$ cat src/hw/rtl/ipdc_pkg.sv
`default_nettype none

package ipdc_pkg;

    // Field widths
    localparam int SAMPLE_W = 16;
    localparam int GAIN_W   = 16;
    localparam int LIMIT_W  = 15;
    localparam int ERR_W    = SAMPLE_W + 1;
    localparam int GSUM_W   = GAIN_W + 2;
    localparam int PROD_W   = GSUM_W + 1 + ERR_W;
    localparam int SUM_W    = PROD_W + 1;
    localparam int FRAC_W   = 12;
    localparam int CFG_IDX_W  = 2;
    localparam int CFG_DATA_W = 16;

    // Register reset values
    localparam logic [GAIN_W-1:0]  PROP_GAIN_RST  = 16'd819;
    localparam logic [GAIN_W-1:0]  INTEG_GAIN_RST = 16'd2458;
    localparam logic [GAIN_W-1:0]  DERIV_GAIN_RST = 16'd0;
    localparam logic [LIMIT_W-1:0] DELTA_LIMIT_RST = 15'd102;

    // Default depth of the queue between front and back
    localparam int QUEUE_DEPTH_DEF = 4;

    // Configuration register map
    typedef enum logic [CFG_IDX_W-1:0] {
        REG_PROP_GAIN   = 2'd0,
        REG_INTEG_GAIN  = 2'd1,
        REG_DERIV_GAIN  = 2'd2,
        REG_DELTA_LIMIT = 2'd3
    } t_cfg_reg;

    // Current error plus the two previous ones
    typedef struct packed {
        logic signed [ERR_W-1:0] err;
        logic signed [ERR_W-1:0] err1;
        logic signed [ERR_W-1:0] err2;
    } t_hist;

    // Gains and limit handed to the back end
    typedef struct packed {
        logic [GAIN_W-1:0]  prop_gain;
        logic [GAIN_W-1:0]  integ_gain;
        logic [GAIN_W-1:0]  deriv_gain;
        logic [LIMIT_W-1:0] delta_limit;
    } t_cfg;

endpackage

`default_nettype wire

$ cat src/hw/rtl/ipdc_front.sv
`default_nettype none

module ipdc_front import ipdc_pkg::*; (
    input  wire                        i_clk,
    input  wire                        i_rst_n,
    input  wire                        i_valid,
    output logic                       o_ready,
    input  wire signed [SAMPLE_W-1:0]  i_reference,
    input  wire signed [SAMPLE_W-1:0]  i_feedback,
    output logic                       o_push,
    output t_hist                      o_hist,
    input  wire                        i_push_ready
);

    logic signed [ERR_W-1:0] r_err1, n_err1;
    logic signed [ERR_W-1:0] r_err2, n_err2;
    logic signed [ERR_W-1:0] err;
    logic                    accept;

    // Error of the incoming request, exact in 17 bits
    assign err     = ERR_W'(i_reference) - ERR_W'(i_feedback);
    assign o_ready = i_push_ready;
    assign accept  = i_valid && i_push_ready;
    assign o_push  = accept;

    always_comb begin
        o_hist.err  = err;
        o_hist.err1 = r_err1;
        o_hist.err2 = r_err2;
    end

    // History shifts on every accepted request
    always_comb begin
        n_err1 = r_err1;
        n_err2 = r_err2;
        if (accept) begin
            n_err1 = err;
            n_err2 = r_err1;
        end
    end

    always_ff @(posedge i_clk) begin
        if (!i_rst_n) begin
            r_err1 <= '0;
            r_err2 <= '0;
        end else begin
            r_err1 <= n_err1;
            r_err2 <= n_err2;
        end
    end

endmodule

`default_nettype wire

$ cat config.mk
export PLATFORM = sky130hd
export DESIGN_NAME = ipdc_front
export DESIGN_NICKNAME = d
export VERILOG_FILES = /design/src/hw/rtl/ipdc_pkg.sv /design/src/hw/rtl/ipdc_front.sv
export SDC_FILE = /design/constraint.sdc
export NUM_CORES = 1
export LEC_CHECK = 0
export ABC_AREA = 0
export BUFFER_PORTS_ARGS = -buffer_cell sky130_fd_sc_hd__buf_2
export CELL_PAD_IN_SITES_DETAIL_PLACEMENT = 0
export CELL_PAD_IN_SITES_GLOBAL_PLACEMENT = 1
export CORE_MARGIN = 2
export CORE_UTILIZATION = 30
export CTS_CLUSTER_DIAMETER = 40
export DETAILED_ROUTE_END_ITERATION = 16
export PLACE_DENSITY = 0.83
export RECOVER_POWER = 50
export SLEW_MARGIN = 5
export SYNTH_ARGS = -nofsm -noshare
export SYNTH_HDL_FRONTEND = slang
export SYNTH_SLANG_ARGS = --single-unit
export TNS_END_PERCENT = 50
$ cat constraint.sdc
create_clock -name i_clk -period 1.9 [get_ports i_clk]
set_input_delay 0 -clock i_clk [delete_from_list [all_inputs] [get_ports i_clk]]
set_output_delay 0 -clock i_clk [all_outputs]
set_load 0.01 [all_outputs]
# Word level (Yosys, flattened, before mapping)
# Index checks and enable logic that the tools add are counted.
classes:
  addsub: 1
  n_mul: 0
  div: 0
  n_lt_le_gt_ge: 0
  eq_ne: 0
  shift: 0
  muxes: 0
  bitwise: 0
  n_reduce_logical: 1
ops:
  columns: ["operator", "count"]
  rows:
  - ["$sub 16x16->17", 1]
  - ["$logic_and 1x1->1", 1]
word_totals:
  reg_bits: 34
  latchBits: 0
  ram_bits: 0
  mem_bits_ro: 0
  in_bits: 36
  output_inout_bits: 53
  wordCells: 4
  mem_count: 0

# Longest topological paths before layout
logic_depth:
  word_depth: 1
  ltp_mapped: 8
  ltp_nobuf: 8

# Worst setup path before layout
# Ideal clock, no wire load.
synth_timing:
  kind: "input port to output port"
  from: "input i_reference[0]"
  to: "output o_hist[48] (netlist name)"
  arrival_ps: 1863
  required_ps: 1900
  path_slack_ps: 37
  stages: 8
  path_buffers: 0
  cell_sequence: "inv_1 -> ha_1 -> fa_1 -> and2b_4 -> o2111ai_4 -> a31o_4 -> a211o_1 -> a211oi_2"
synth_lines:
  columns: ["item", "line_no", "text"]
  rows:
  - ["start, declared", "ipdc_front.sv:8", "input wire signed [SAMPLE_W-1:0] i_reference,"]
  - ["end, declared", "ipdc_front.sv:11", "output t_hist o_hist,"]

==> results.json <==
{
  "grt_pass1_wl_mm": 11.3,
  "rsz0062_at_grt": "true",
  "worst_pin_slew_ns": 0.492,
  "die-area_um2": 8760,
  "die_w_um": 93.6,
  "setup_ws_ns": -0.00723,
  "yosys.area.top_type": "dfxtp_1",
  "io_pins": 89,
  "hp-class": "input pin to flop",
  "min_delay_path_depth": 3,
  "syn-cell-area_um2": 2410,
  "detailedRoute.firstPassIterationCount": 4,
  "crit_path_start_kind": "input pin",
  "ys.flop_type": "dfxtp_1",
  "grt_start_max_net_pins": 26,
  "r2r_end": "r_err1[14]$_SDFFE_PN0P_",
  "num_rows": 32,
  "yosys_warnings": 0,
  "clock_path_buffers": 2,
  "initial_core_util": 0.310,
  "cts-buffers-inserted": 5,
  "ys_types": 54,
  "cts_tree": "done",
  "insertion_delay_ns": 0.28,
  "status": "finished with violations",
  "clock_sinks": 34,
  "worst_hold_path.endpoint": "r_err1[0]$_SDFFE_PN0P_",
  "gp_congestion": 0.888,
  "fmax_mhz": 524,
  "ir_drop_uv": 243,
  "yosysMostFrequentCell": "nand2_1",
  "holdCritStartpoint": "i_feedback[0]",
  "portBuffers": 88,
  "reg2reg_depth": 4,
  "critPathKind": "input pin to output port",
  "reg2reg_from": "r_err1[14]$_SDFFE_PN0P_",
  "leakagePower_nw": 1.45,
  "hold_viol": 0,
  "relSlewSlack": 0.672,
  "fin_crit_sh": 1.00,
  "violations": "negative setup slack",
  "num_vias": 2580,
  "netlist_instances": 319,
  "antenna_found_initial": 0,
  "synth.top_cell.area_share": 0.283,
  "pwr-share-seq": 0.351,
  "synthToLayoutAreaGrowth_pct": 36.3,
  "cts_hold_buf": 0,
  "dpl.hpwl_mm": 5.52,
  "swShare": 0.323,
  "drt_iter0_drc": 176,
  "total_power_mw": 2.21,
  "power_switching_mw": 0.715,
  "regToRegSetupSlack_ns": 0.92,
  "cp-end-kind": "output port",
  "maxCapViolCount": 0,
  "fin_cells": 531,
  "cp.required_ns": 1.90,
  "route.detailed.drc": 0,
  "synth_commonest_cells": "nand2_1 (58), a21oi_1 (36), dfxtp_1 (34), inv_1 (24), ha_1 (16)",
  "p_clk_frac": 0.306,
  "drt-total-wl_mm": 7.22,
  "dp_slack_ns": -0.183,
  "htree_levels": 2,
  "fin_area_um2": 3280,
  "cts_root_buf": "clkbuf_8",
  "holdWs_ns": 0.00624,
  "p_int_mw": 1.50,
  "arrival_ns": 1.91,
  "finalSetupViolCount": 2,
  "grt_remaining_overflow": 0,
  "postRouteAntennaNets": 0,
  "syn_nets": 372,
  "path_clk_slew_ns": 0.07,
  "drv_slew": 0,
  "grt_usage": 0.158,
  "post_drt_wl_per_cell_um": 13.6,
  "layout-drive-gt1-share": 0.266,
  "place_area_um2": 3100,
  "fin_nets": 482,
  "crit_fanout": 5,
  "post-place-cells": 519,
  "skew_ns": 0.00194,
  "vias_per_cell": 4.86,
  "fp.coreArea_um2": 7770,
  "ys_seq_area_frac": 0.283,
  "async_flop_share": 0,
  "synth-edff-count": 0,
  "power.density_nw_per_um2": 674,
  "period_needed_ns": 1.91,
  "grt_pass1_vias": 2378,
  "diodes": 0,
  "die_h_um": 93.6,
  "synthTopCellsByArea": "dfxtp_1 (28%), nand2_1 (9.0%), ha_1 (8.3%), a21oi_1 (7.5%), inv_1 (3.7%)",
  "syn_avg_cell_area_um2": 7.55,
  "combPwrFrac": 0.343,
  "ys_seq_elements": 34
}
-- worst max-delay path: stages --
cell       delay, ns
buf_8           0.07
inv_4           0.03
ha_4            0.15
fa_2            0.33
and2b_4         0.27
o2111ai_4       0.13
a31o_4          0.28
buf_4           0.14
buf_6           0.13
nand2_4         0.06
xor2_1          0.15
buf_2           0.15
-- metal layers --
layer  part of all wire  up-vias  routed length [um]  global-route usage
met3              0.060       10                 436              0.0250
met1               0.47     1146                3430               0.222
met2               0.45       88                3250               0.246
met4              0.014        0                 104              0.0507
li1                   -     1336                   -                   -
met5                  0        -                   0                   0
-- power groups by stage --
stage / Clock, mW / Sequential (mW) / Combinational, mW
3_3_place_gp: 0 / 0.791 / 0.733
2_1_floorplan: 0 / 0.803 / 0.437
3_5_place_dp: 0 / 0.791 / 0.737
6_report: 0.677 / 0.776 / 0.759
4_1_cts: 0.691 / 0.775 / 0.754
5_1_grt: 0.716 / 0.781 / 0.838
-- worst max-delay path by stage --
stage / start / endpoint / slack (ns) / cells past startpoint
after floorplan: i_reference[0] / o_hist[48] / 0.04 / 8
after global placement: i_reference[0] / o_hist[48] / -0.16 / 10
after detailed placement: i_reference[0] / r_err1[10]$_SDFFE_PN0P_ / -0.18 / 10
after CTS: i_reference[0] / o_hist[48] / -0.10 / 10
after global routing: i_reference[0] / o_hist[48] / -0.09 / 10
final: i_reference[0] / o_hist[44] / -0.007 / 12
-- area by class of cell --
type                       instances  area (um^2)
clock buffer                       6         82.6
clock inverter                     1         30.0
fill                             833         4480
sequential                        34          681
tap                              102          128
timing repair buffer             123          674
inverter                          25         96.3
multi-input combinational        240         1590
-- metrics by stage --
step / util / setup TNS (ns)
5_1_grt: 0.423 / -0.344
3_5_place_dp: 0.400 / -0.586
3_3_place_gp: 0.400 / -0.454
2_1_floorplan: - / 0
4_1_cts: 0.422 / -0.247
6_report: 0.423 / -0.00988
-- state kept, by name (all words and copies together), names as in the netlist --
signal,cells
r_err1,17
r_err2,17
-- cells by family after synthesis --
logic type | Yosys count | synth area share
and+or+nand+nor | 121 | 0.242
adders and majority gates | 17 | 0.0914
buffers and inverters | 45 | 0.0795
muxes | 4 | 0.0166
DFF | 34 | 0.283
xor gates and xnor gates | 8 | 0.0291
AOI/OAI and AO/OA | 90 | 0.259
-- layout by cell type (no fill, tap or decap), types with 2 or more instances in the layout --
cell type,n
nor2b_1,2
a211o_1,2
nor3_1,7
buf_6,2
nand4_1,3
nand3b_1,4
inv_1,24
o21ai_1,4
nand3_1,8
a21oi_1,33
buf_2,49
xor2_1,4
dfxtp_1,34
o2111ai_1,2
a21oi_2,6
xnor2_1,4
nor4_1,3
a311o_1,3
buf_4,33
mux2i_1,4
o21ai_0,7
ha_1,15
nor2_1,13
o21bai_1,2
o21a_1,3
and2_1,6
a41o_1,2
nand2_1,57
or3_1,4
nand2b_1,3
clkbuf_8,6
and3_1,4
a21o_1,7
a211oi_1,3
a31oi_1,2
o211ai_1,3
clkbuf_1,37
-- timing repair --
action | CTS | global route
pin swaps | 8 | 7
setup buffers | 4 | 1
endpoints found under the setup margin | 4 | 6
gates resized for setup | 7 | 11
gates cloned | 0 | 0
hold endpoints to repair | 0 | 0
(Power assumes the default switching activity.)
