**src/hw/rtl/ipdc_pkg.sv**
```systemverilog
`default_nettype none

package ipdc_pkg;

    // Field widths
    localparam int SAMPLE_W = 16;
    localparam int GAIN_W   = 16;
    localparam int LIMIT_W  = 15;
    localparam int ERR_W    = SAMPLE_W + 1;
    localparam int GSUM_W   = GAIN_W + 2;
    localparam int PROD_W   = GSUM_W + 1 + ERR_W;
    localparam int SUM_W    = PROD_W + 1;
    localparam int FRAC_W   = 12;
    localparam int CFG_IDX_W  = 2;
    localparam int CFG_DATA_W = 16;

    // Register reset values
    localparam logic [GAIN_W-1:0]  PROP_GAIN_RST  = 16'd819;
    localparam logic [GAIN_W-1:0]  INTEG_GAIN_RST = 16'd2458;
    localparam logic [GAIN_W-1:0]  DERIV_GAIN_RST = 16'd0;
    localparam logic [LIMIT_W-1:0] DELTA_LIMIT_RST = 15'd102;

    // Default depth of the queue between front and back
    localparam int QUEUE_DEPTH_DEF = 4;

    // Configuration register map
    typedef enum logic [CFG_IDX_W-1:0] {
        REG_PROP_GAIN   = 2'd0,
        REG_INTEG_GAIN  = 2'd1,
        REG_DERIV_GAIN  = 2'd2,
        REG_DELTA_LIMIT = 2'd3
    } t_cfg_reg;

    // Current error plus the two previous ones
    typedef struct packed {
        logic signed [ERR_W-1:0] err;
        logic signed [ERR_W-1:0] err1;
        logic signed [ERR_W-1:0] err2;
    } t_hist;

    // Gains and limit handed to the back end
    typedef struct packed {
        logic [GAIN_W-1:0]  prop_gain;
        logic [GAIN_W-1:0]  integ_gain;
        logic [GAIN_W-1:0]  deriv_gain;
        logic [LIMIT_W-1:0] delta_limit;
    } t_cfg;

endpackage

`default_nettype wire

```
**src/hw/rtl/ipdc_queue.sv**
```systemverilog
`default_nettype none

module ipdc_queue import ipdc_pkg::*; #(
    parameter int QUEUE_DEPTH = QUEUE_DEPTH_DEF
) (
    input  wire         i_clk,
    input  wire         i_rst_n,
    input  wire         i_push,
    input  wire t_hist  i_push_data,
    output logic        o_push_ready,
    output logic        o_pop_valid,
    output t_hist       o_pop_data,
    input  wire         i_pop
);

    localparam int PTR_W = (QUEUE_DEPTH > 1) ? $clog2(QUEUE_DEPTH) : 1;
    localparam int CNT_W = $clog2(QUEUE_DEPTH + 1);
    localparam logic [PTR_W-1:0] LAST = PTR_W'(QUEUE_DEPTH - 1);
    localparam logic [CNT_W-1:0] FULL = CNT_W'(QUEUE_DEPTH);

    t_hist              r_slot [QUEUE_DEPTH];
    logic [PTR_W-1:0]   r_wr_ptr, n_wr_ptr;
    logic [PTR_W-1:0]   r_rd_ptr, n_rd_ptr;
    logic [CNT_W-1:0]   r_count, n_count;
    logic               do_push, do_pop;

    assign o_push_ready = (r_count != FULL);
    assign o_pop_valid  = (r_count != '0);
    assign o_pop_data   = r_slot[r_rd_ptr];
    assign do_push      = i_push && o_push_ready;
    assign do_pop       = i_pop && o_pop_valid;

    // Pointer wrap and occupancy
    always_comb begin
        n_wr_ptr = r_wr_ptr;
        n_rd_ptr = r_rd_ptr;
        n_count  = r_count;
        if (do_push) begin
            n_wr_ptr = (r_wr_ptr == LAST) ? '0 : r_wr_ptr + 1'b1;
        end
        if (do_pop) begin
            n_rd_ptr = (r_rd_ptr == LAST) ? '0 : r_rd_ptr + 1'b1;
        end
        case ({do_push, do_pop})
            2'b10:   n_count = r_count + 1'b1;
            2'b01:   n_count = r_count - 1'b1;
            default: n_count = r_count;
        endcase
    end

    always_ff @(posedge i_clk) begin
        if (!i_rst_n) begin
            r_wr_ptr <= '0;
            r_rd_ptr <= '0;
            r_count  <= '0;
        end else begin
            r_wr_ptr <= n_wr_ptr;
            r_rd_ptr <= n_rd_ptr;
            r_count  <= n_count;
        end
    end

    // Storage, no reset needed
    always_ff @(posedge i_clk) begin
        if (do_push) begin
            r_slot[r_wr_ptr] <= i_push_data;
        end
    end

endmodule

`default_nettype wire

```
**config.mk**
```make
export PLATFORM = sky130hd
export DESIGN_NAME = ipdc_queue
export DESIGN_NICKNAME = d
export VERILOG_FILES = /design/src/hw/rtl/ipdc_pkg.sv /design/src/hw/rtl/ipdc_queue.sv
export SDC_FILE = /design/constraint.sdc
export NUM_CORES = 1
export LEC_CHECK = 0
export CAP_MARGIN = 20
export CORE_ASPECT_RATIO = 2
export CORE_MARGIN = 2
export CORE_UTILIZATION = 44
export CTS_CLUSTER_SIZE = 16
export DETAILED_ROUTE_END_ITERATION = 12
export DONT_BUFFER_PORTS = 1
export PLACE_DENSITY = 0.65
export SETUP_SLACK_MARGIN = 0.02
export SLEW_MARGIN = 20
export SYNTH_ARGS = -nofsm -noshare
export SYNTH_HDL_FRONTEND = slang
export SYNTH_SLANG_ARGS = --single-unit
```
**constraint.sdc**
```tcl
create_clock -name i_clk -period 2.9 [get_ports i_clk]
set_input_delay 0.58 -clock i_clk [delete_from_list [all_inputs] [get_ports i_clk]]
set_output_delay 0.58 -clock i_clk [all_outputs]
set_load 0.01 [all_outputs]
```
== Yosys cells after proc, flatten, opt, wreduce, memory -nomap -nowiden ==
Memory sizes are Yosys's and may differ from the RTL's. A register that Yosys moved wholly into a read port is not among the register bits.
Index checks and enable logic that the tools add are counted.
Storage, ports and cells
  register bits: 7
  memories: 1
  RAM bits: 204
  word-level logic and storage cells: 24
Memory list
  r_slot: depth 4, bits a word 51, read ports 1, clocked after Yosys merged registers in 1, wr ports 1, RTL line ipdc_queue.sv:21  | t_hist r_slot [QUEUE_DEPTH];
Cells by class
  mux-type cells: 7
  reduce and logical (&&, ||, !) cells: 4
  add/sub/neg operators: 4
  equal/unequal tests: 5
Operators by type and width (number)
  2-bit 2-to-1 mux: 4
  2-bit == test (second input constant): 3
  3-bit one-hot mux with 2 select lines: 1
  2-bit by 1-bit adder with 2-bit output (second input constant): 2
  3-bit by 1-bit adder with 3-bit output (second input constant): 1
  3-bit != test (second input constant): 1
  3-bit nonzero test: 1
  3-bit by 1-bit subtractor with 3-bit output (second input constant): 1
  2-bit by 1-bit == test with 1-bit output (second input constant): 1
  1-bit logical AND: 2
  1-bit 2-to-1 mux: 2
  2-bit nonzero test: 1

== Depth between registers and ports, before layout ==
Gate-level depths: netlist (run 1).
  depth after elaboration: 4
  mapped depth: 10
  gate-level depth less buffers: 9

== Worst setup path before layout (run 1) ==
No wires, ideal clock.
  path type: register to register
  from: register r_count[2]
  to: register r_count[2]
  setup slack: 548 ps
  arrival time: 2282 ps
  library setup time: 70 ps
  cell stages (with the launch flop): 11
  path through: dfxtp_1 or3b_1 buf_6 and2_4 inv_1 ha_1 inv_1 fa_1 xor2_1 or3_2 a21boi_1
On the way
  word-level cells in the longest chain between the ends: 4
Ends and longest elaborated chain
  start: declaration: RTL line ipdc_queue.sv:24  | logic [CNT_W-1:0] r_count, n_count;
  start signal: assignment: RTL line ipdc_queue.sv:59  | r_count <= n_count;
  3-bit != test *: RTL line ipdc_queue.sv:27  | assign o_push_ready = (r_count != FULL);
  net o_push_ready: RTL line ipdc_queue.sv:10  | output logic o_push_ready,
  1-bit logical AND *: RTL line ipdc_queue.sv:30  | assign do_push = i_push && o_push_ready;
  2-bit by 1-bit == test with 1-bit output or 2-bit == test (tied branches): RTL line ipdc_queue.sv:44  | case ({do_push, do_pop})
  3-bit one-hot mux with 2 select lines or 2-bit nonzero test (tied branches)
The timed path passes the listed nets; every way through them passes the cells marked *.
A chain may end at the register's enable or synchronous reset.

== Worst setup path in the final report (run 1) ==
Same ends and word-level chain as after synthesis.

==> results of run 1 <==
[layout by cell type, fill, tap and decap left out, drive strengths merged, types with 2 or more instances in the layout]
master and count:
buf 8, ha 6, mux4 51, edfxtp 204, dfxtp 9, clkinvlp 3, clkinv 3, nand2 6
clkbuf 23, nand3 2, and2 3, inv 7, and3 4, o21ai 5, or3 2, nor2 2
[cell families (layout without fill, tap and decap cells)]
family                     Yosys count  after routing
buffers and inverters               21             44
adders and majority gates            7              7
muxes                               52             52
DFF                                213            213
xor gates and xnor gates             2              2
and+or+nand+nor                     21             21
AOI/OAI and AO/OA                    7              7
[registers in the layout, indices dropped and copies added (netlist names), named ones only]
name,flops
r_wr_ptr,2
r_rd_ptr,2
r_slot,204
r_count,3
[how the worst max path moves through the flow]
stage / start / end / slack [ns] / depth (start not counted)
after global routing: r_count[2]$_SDFFE_PN0P_ / r_count[2]$_SDFFE_PN0P_ / 0.17 / 9
after global placement: r_count[2]$_SDFFE_PN0P_ / r_count[2]$_SDFFE_PN0P_ / 0.45 / 9
final: r_count[2]$_SDFFE_PN0P_ / r_count[2]$_SDFFE_PN0P_ / 0.30 / 9
after CTS: r_count[2]$_SDFFE_PN0P_ / r_count[2]$_SDFFE_PN0P_ / 0.31 / 9
after floorplan: r_count[2]$_SDFFE_PN0P_ / r_count[2]$_SDFFE_PN0P_ / 0.55 / 10
after detailed placement: r_count[2]$_SDFFE_PN0P_ / r_count[2]$_SDFFE_PN0P_ / 0.34 / 9
[through the flow]
step           instances  setup WS, ns
2_1_floorplan        323         0.548
3_3_place_gp         530         0.447
3_5_place_dp         530         0.338
4_1_cts              559         0.308
5_1_grt              559         0.168
6_report             559         0.301
[cells in the mapped netlist (2+ instances only)]
cell / count / area share, %
and2_1: 2 / 0.16
and3_2: 3 / 0.29
buf_4: 5 / 0.48
clkbuf_1: 8 / 0.38
dfxtp_1: 9 / 2.3
edfxtp_1: 204 / 78
ha_1: 6 / 0.96
inv_1: 7 / 0.34
mux4_2: 51 / 15
nand2_1: 6 / 0.29
nand3_1: 2 / 0.13
nor2_1: 2 / 0.096
o21ai_0: 4 / 0.26
or3_2: 2 / 0.19
[power breakdown]
| part | internal, mW | total [mW] | switching (mW) | leakage (nW) |
|---|---|---|---|---|
| registers | 3.71 | 3.83 | 0.111 | 1.95 |
| logic | 0.611 | 1.37 | 0.757 | 0.467 |
| clock network | 1.19 | 2.15 | 0.959 | 0.249 |
[worst max-delay path, stage by stage, from the launching register on]
cell,delay (ns)
dfxtp_1,0.37
or3b_1,0.50
and2_4,0.23
inv_1,0.05
ha_1,0.18
inv_1,0.07
fa_1,0.38
xor2_1,0.16
or3_2,0.41
a21boi_1,0.18
[cell type report]
class                      instances  area [um2]  share of cell area (%)
sequential                       213        6310                    72.9
multi-input combinational         89        1430                    16.5
clock buffer                      23         490                    5.66
tap                              213         267                    3.08
timing repair buffer               8        97.6                    1.13
clock inverter                     6        36.3                   0.419
inverter                           7        26.3                   0.303
[per-layer routing]
layer	global-route usage (%)	vias up	share of wire, %
li1	-	1376	-
met1	14.3	1607	36
met2	22.7	132	51
met3	5.90	19	11
met4	3.74	0	2.0
met5	0	-	0
==> impl_metrics.env, run 1 <==
export IMPL_min_path_cells=0
export IMPL_clk_pin_slew_worst_paths_ns=0.07
export IMPL_yosys_area_share_adder_pct=1.21
export IMPL_route_detailed_drc=0
export IMPL_reg2reg_depth=9
export IMPL_final_util_pct=49.2
export IMPL_clock_sinks=213
export IMPL_rr_endpoint="r_count[2]$_SDFFE_PN0P_"
export IMPL_ir_worst_vdd_mv=0.624
export IMPL_grt_usage_pct=13.0
export IMPL_start_util_pct=44.5
export IMPL_slew_violations=0
export IMPL_hold_slack_ns=0.192
export IMPL_design_area_mm2=0.00866
export IMPL_antenna_found_initial=0
export IMPL_drive_gt1_share_pct=26.6
export IMPL_ys_async_sr_fraction_pct=0
export IMPL_io_pins=108
export IMPL_drt_iter0_markers=95
export IMPL_synth_mux_area_share_pct=14.8
export IMPL_critPathCaptureType="flop"
export IMPL_min_period_over_period_pct=89.6
export IMPL_ys_seq_area_share_pct=80.4
export IMPL_fp_dieW_um=98.4
export IMPL_worstHoldStart="i_push_data[10]"
export IMPL_avgSynthCellArea_um2=24.3
export IMPL_finClkSkew_ns=0.0123
export IMPL_core_rowCount=69
export IMPL_ys_seq_elements=213
export IMPL_reg2reg_slack_ns=0.30
export IMPL_cts_htree_levels=1
export IMPL_rr_startpoint="r_count[2]$_SDFFE_PN0P_"
export IMPL_dieArea_mm2=0.0190
export IMPL_synth_compound_area_share_pct=0.511
export IMPL_grt_max_degree=52
export IMPL_yosys_area_share_simple_pct=1.53
export IMPL_rsz0062_at_grt="no"
export IMPL_startpoint_type="flop"
export IMPL_leakagePower_nw=2.66
export IMPL_dieHeight_um=193
export IMPL_ant_nets=0
export IMPL_period_needed_ns=2.60
export IMPL_first_pass_iters=4
export IMPL_status="finished clean"
export IMPL_crit_required_ns=3.29
export IMPL_synth_edf_count=204
export IMPL_fill_cells=1403
export IMPL_hold_path_class="input port to flop"
export IMPL_wl_um=12400
export IMPL_vias=3134
export IMPL_placed_area_mm2=0.00813
export IMPL_first_global_vias=3412
export IMPL_path_max_fanout=7
export IMPL_synth_cell_area_mm2=0.00784
export IMPL_root_buffer="clkbuf_16"
export IMPL_cts_made_buffers=18
export IMPL_core_mm2=0.0176
export IMPL_cp_arrival_ns=2.99
export IMPL_syn_to_final_growth_pct=10.4
export IMPL_grt_pass1_wl_um=19100
export IMPL_p_per_area_mw_per_mm2=848
export IMPL_tns_ns=0
export IMPL_portBuffers=0
export IMPL_maxCapViolCount=0
export IMPL_synth_xor_area_share_pct=0.223
export IMPL_max_freq_ghz=0.385
export IMPL_synthDistinctLibCells=26
export IMPL_synth_nets=385
export IMPL_criticalPathCategory="flop to flop"
export IMPL_vias_per_cell=5.61
export IMPL_holdBufCountCts=0
export IMPL_total_power_mw=7.35
export IMPL_clock_latency_ns=0.48
export IMPL_dp_hpwl_um=7820
export IMPL_cts_tree="built"
export IMPL_relSlewSlack_pct=48.4
export IMPL_cts_repair_resized=0
export IMPL_postCtsSetupRepairBufs=0
export IMPL_ys_flop_type="edfxtp_1"
export IMPL_tightest_slew_ns=0.774
export IMPL_synth_top_family_by_area="multiplexers"
export IMPL_yosys_warnings=0
export IMPL_wire_per_inst_um=22.3
export IMPL_min_to="r_slot[3][10]$_DFFE_PP_"
export IMPL_fin_nets=399
export IMPL_antenna_cells=0
export IMPL_grt_overflow=0
export IMPL_syn_inst=323
export IMPL_clk_path_buf_depth=3
export IMPL_hold_violations=0
export IMPL_place_gp_congestion=0.651
export IMPL_setup_violations=0
Note: power is estimated with default switching activity, not from simulation.
==> inputs of run 2 (changes only) <==
--- a/config.mk
+++ b/config.mk
@@ -13,7 +13,7 @@
 export DETAILED_ROUTE_END_ITERATION = 12
 export DONT_BUFFER_PORTS = 1
 export PLACE_DENSITY = 0.65
-export SETUP_SLACK_MARGIN = 0.02
+export SETUP_SLACK_MARGIN = 0.15
 export SLEW_MARGIN = 20
 export SYNTH_ARGS = -nofsm -noshare
 export SYNTH_HDL_FRONTEND = slang
==> constraint.sdc (replaced) <==
create_clock -name i_clk -period 3.2 [get_ports i_clk]
set_input_delay 0.64 -clock i_clk [delete_from_list [all_inputs] [get_ports i_clk]]
set_output_delay 0.64 -clock i_clk [all_outputs]
set_load 0.01 [all_outputs]
==> run 2 against run 1 <==
Compared with the run above: via count up 2.2%; final cell count unchanged; power down 6.3%; sequential share of layout area down 0.74 points; non-clock buffer count down 1; critical path type is now flop to primary output; critical endpoint is now o_pop_data[40]; largest cell class unchanged; largest power group unchanged; highest routed layer unchanged.
==> impl_metrics.env, run 2 (synthesis results as in run 1) <==
export IMPL_reg2reg_depth=9
export IMPL_antenna_cells=0
export IMPL_portBuffers=0
export IMPL_route_detailed_drc=0
export IMPL_final_common_cell="edfxtp_1"
export IMPL_maxCapViolCount=0
export IMPL_clk_pin_slew_worst_paths_ns=0.07
export IMPL_rsz0062_at_grt="no"
export IMPL_pwr_share_clk_pct=31.3
export IMPL_met2_length_um=6740
export IMPL_routed_top_layer="met4"
export IMPL_critPathCaptureType="primary output"
export IMPL_max_flop_register="r_slot"
export IMPL_power_combinational_fraction_pct=17.7
export IMPL_cts_htree_levels=1
export IMPL_crit_required_ns=2.56
export IMPL_syn_to_final_growth_pct=11.6
export IMPL_slowest_delay_ns=0.59
export IMPL_core_rowCount=69
export IMPL_grt_overflow=0
export IMPL_worstHoldStart="i_push_data[44]"
export IMPL_dieHeight_um=193
export IMPL_start_util_pct=44.5
export IMPL_first_pass_iters=4
export IMPL_largest_reg_flops=204
export IMPL_grt_usage_pct=13.4
export IMPL_slew_violations=0
export IMPL_leakagePower_nw=2.71
export IMPL_cts_made_buffers=18
export IMPL_rr_endpoint="r_count[2]$_SDFFE_PN0P_"
export IMPL_hold_violations=0
export IMPL_seqPwrFrac_pct=51.0
export IMPL_finClkSkew_ns=0.0130
export IMPL_cts_repair_resized=0
export IMPL_tightest_slew_ns=0.655
export IMPL_cp_arrival_ns=1.98
export IMPL_wl_met3_um=1520
export IMPL_drt_met1_wl_um=4280
export IMPL_reg_top3="r_slot x204, r_count x3"
export IMPL_mostFrequentLayoutCells="edfxtp_1, mux4_2, clkbuf_16, inv_1, dfxtp_1"
export IMPL_first_global_vias=3469
export IMPL_path_cells="buf_4, mux4_2"
export IMPL_antenna_found_initial=0
export IMPL_p_int_mw=5.20
export IMPL_root_buffer="clkbuf_16"
export IMPL_criticalPathCategory="flop to primary output"
export IMPL_ant_nets=0
export IMPL_reg2reg_slack_ns=0.58
export IMPL_holdBufCountCts=0
export IMPL_io_pins=108
export IMPL_path_max_fanout=18
export IMPL_setup_violations=0
export IMPL_wire_per_inst_um=22.9
export IMPL_cts_tree="built"
export IMPL_drt_iter0_markers=125
export IMPL_fp_dieW_um=98.4
export IMPL_ir_worst_vdd_mv=0.643
export IMPL_drive_gt1_share_pct=27.2
export IMPL_dp_hpwl_um=8340
export IMPL_grt_max_degree=30
export IMPL_min_path_cells=0
export IMPL_max_freq_ghz=0.382
export IMPL_core_mm2=0.0176
export IMPL_vias_per_cell=5.73
export IMPL_grt_pass1_wl_um=19400
export IMPL_startpoint_type="flop"
export IMPL_p_sw_share_pct=24.5
export IMPL_relSlewSlack_pct=56.3
export IMPL_path_buf_inv=1
export IMPL_crit_slowest_cell="mux4_2"
export IMPL_place_gp_congestion=0.667
export IMPL_tns_ns=0
export IMPL_clock_sinks=213
export IMPL_vias=3204
export IMPL_wl_um=12800
export IMPL_cpLargestDelayFamily="multiplexers"
export IMPL_period_needed_ns=2.62
export IMPL_rr_startpoint="r_count[2]$_SDFFE_PN0P_"
export IMPL_postCtsSetupRepairBufs=0
export IMPL_clock_latency_ns=0.48
export IMPL_hold_slack_ns=0.250
export IMPL_min_period_over_period_pct=81.8
export IMPL_status="finished clean"
export IMPL_dieArea_mm2=0.0190
export IMPL_p_per_area_mw_per_mm2=787
export IMPL_min_to="r_slot[1][44]$_DFFE_PP_"
export IMPL_hold_path_class="input port to flop"
export IMPL_p_switching_mw=1.68
export IMPL_clk_path_buf_depth=3
export IMPL_fin_nets=398
## run 2: cell count changes in the layout (fill, tap and decap cells not counted), sizes merged
cell,delta
bufinv,+2
clkinv,+2
clkinvlp,-3
buf,-1
## run 2: routing by layer
metal | vias to the layer above | GRT usage (%)
met3 | 28 | 6.74
met5 | - | 0
met1 | 1671 | 13.8
met2 | 139 | 23.9
li1 | 1366 | -
met4 | 0 | 3.42
## run 2: per-stage QoR
| step | cells | cell area (um2) | power, mW | util (%) | setup slack (ns) |
|---|---|---|---|---|---|
| after floorplan | 323 | 7840 | 4.53 | - | 0.848 |
| after global placement | 529 | 8160 | 4.78 | 46.4 | 0.745 |
| after detailed placement | 529 | 8160 | 4.83 | 46.4 | 0.610 |
| after CTS | 559 | 8750 | 7.00 | 49.7 | 0.502 |
| after global routing | 559 | 8750 | 7.19 | 49.7 | 0.445 |
| final | 559 | 8750 | 6.89 | 49.7 | 0.581 |
## run 2: how the worst max path moves through the flow
stage,start,end,slack (ns),cells past startpoint
6_report,flop,o_pop_data[40],0.58,2
5_1_grt,flop,o_pop_data[37],0.44,2
4_1_cts,flop,o_pop_data[0],0.50,2
3_5_place_dp,r_count[2]$_SDFFE_PN0P_,r_count[2]$_SDFFE_PN0P_,0.61,9
3_3_place_gp,r_count[2]$_SDFFE_PN0P_,r_count[2]$_SDFFE_PN0P_,0.75,9
2_1_floorplan,r_count[2]$_SDFFE_PN0P_,r_count[2]$_SDFFE_PN0P_,0.85,10
## run 2: power by group through the flow
stage	clock network, mW	logic (mW)	registers, mW
after floorplan	0	1.06	3.47
after global placement	0	1.23	3.55
after detailed placement	0	1.25	3.58
after CTS	2.22	1.26	3.52
after global routing	2.33	1.31	3.54
final	2.15	1.22	3.51
## run 2: final cells by class
class                      count  area (um2)
fill                        1392        8860
sequential                   213        6310
multi-input combinational     89        1430
clock buffer                  23         500
tap                          213         267
timing repair buffer           7         128
clock inverter                 7        85.1
inverter                       7        26.3
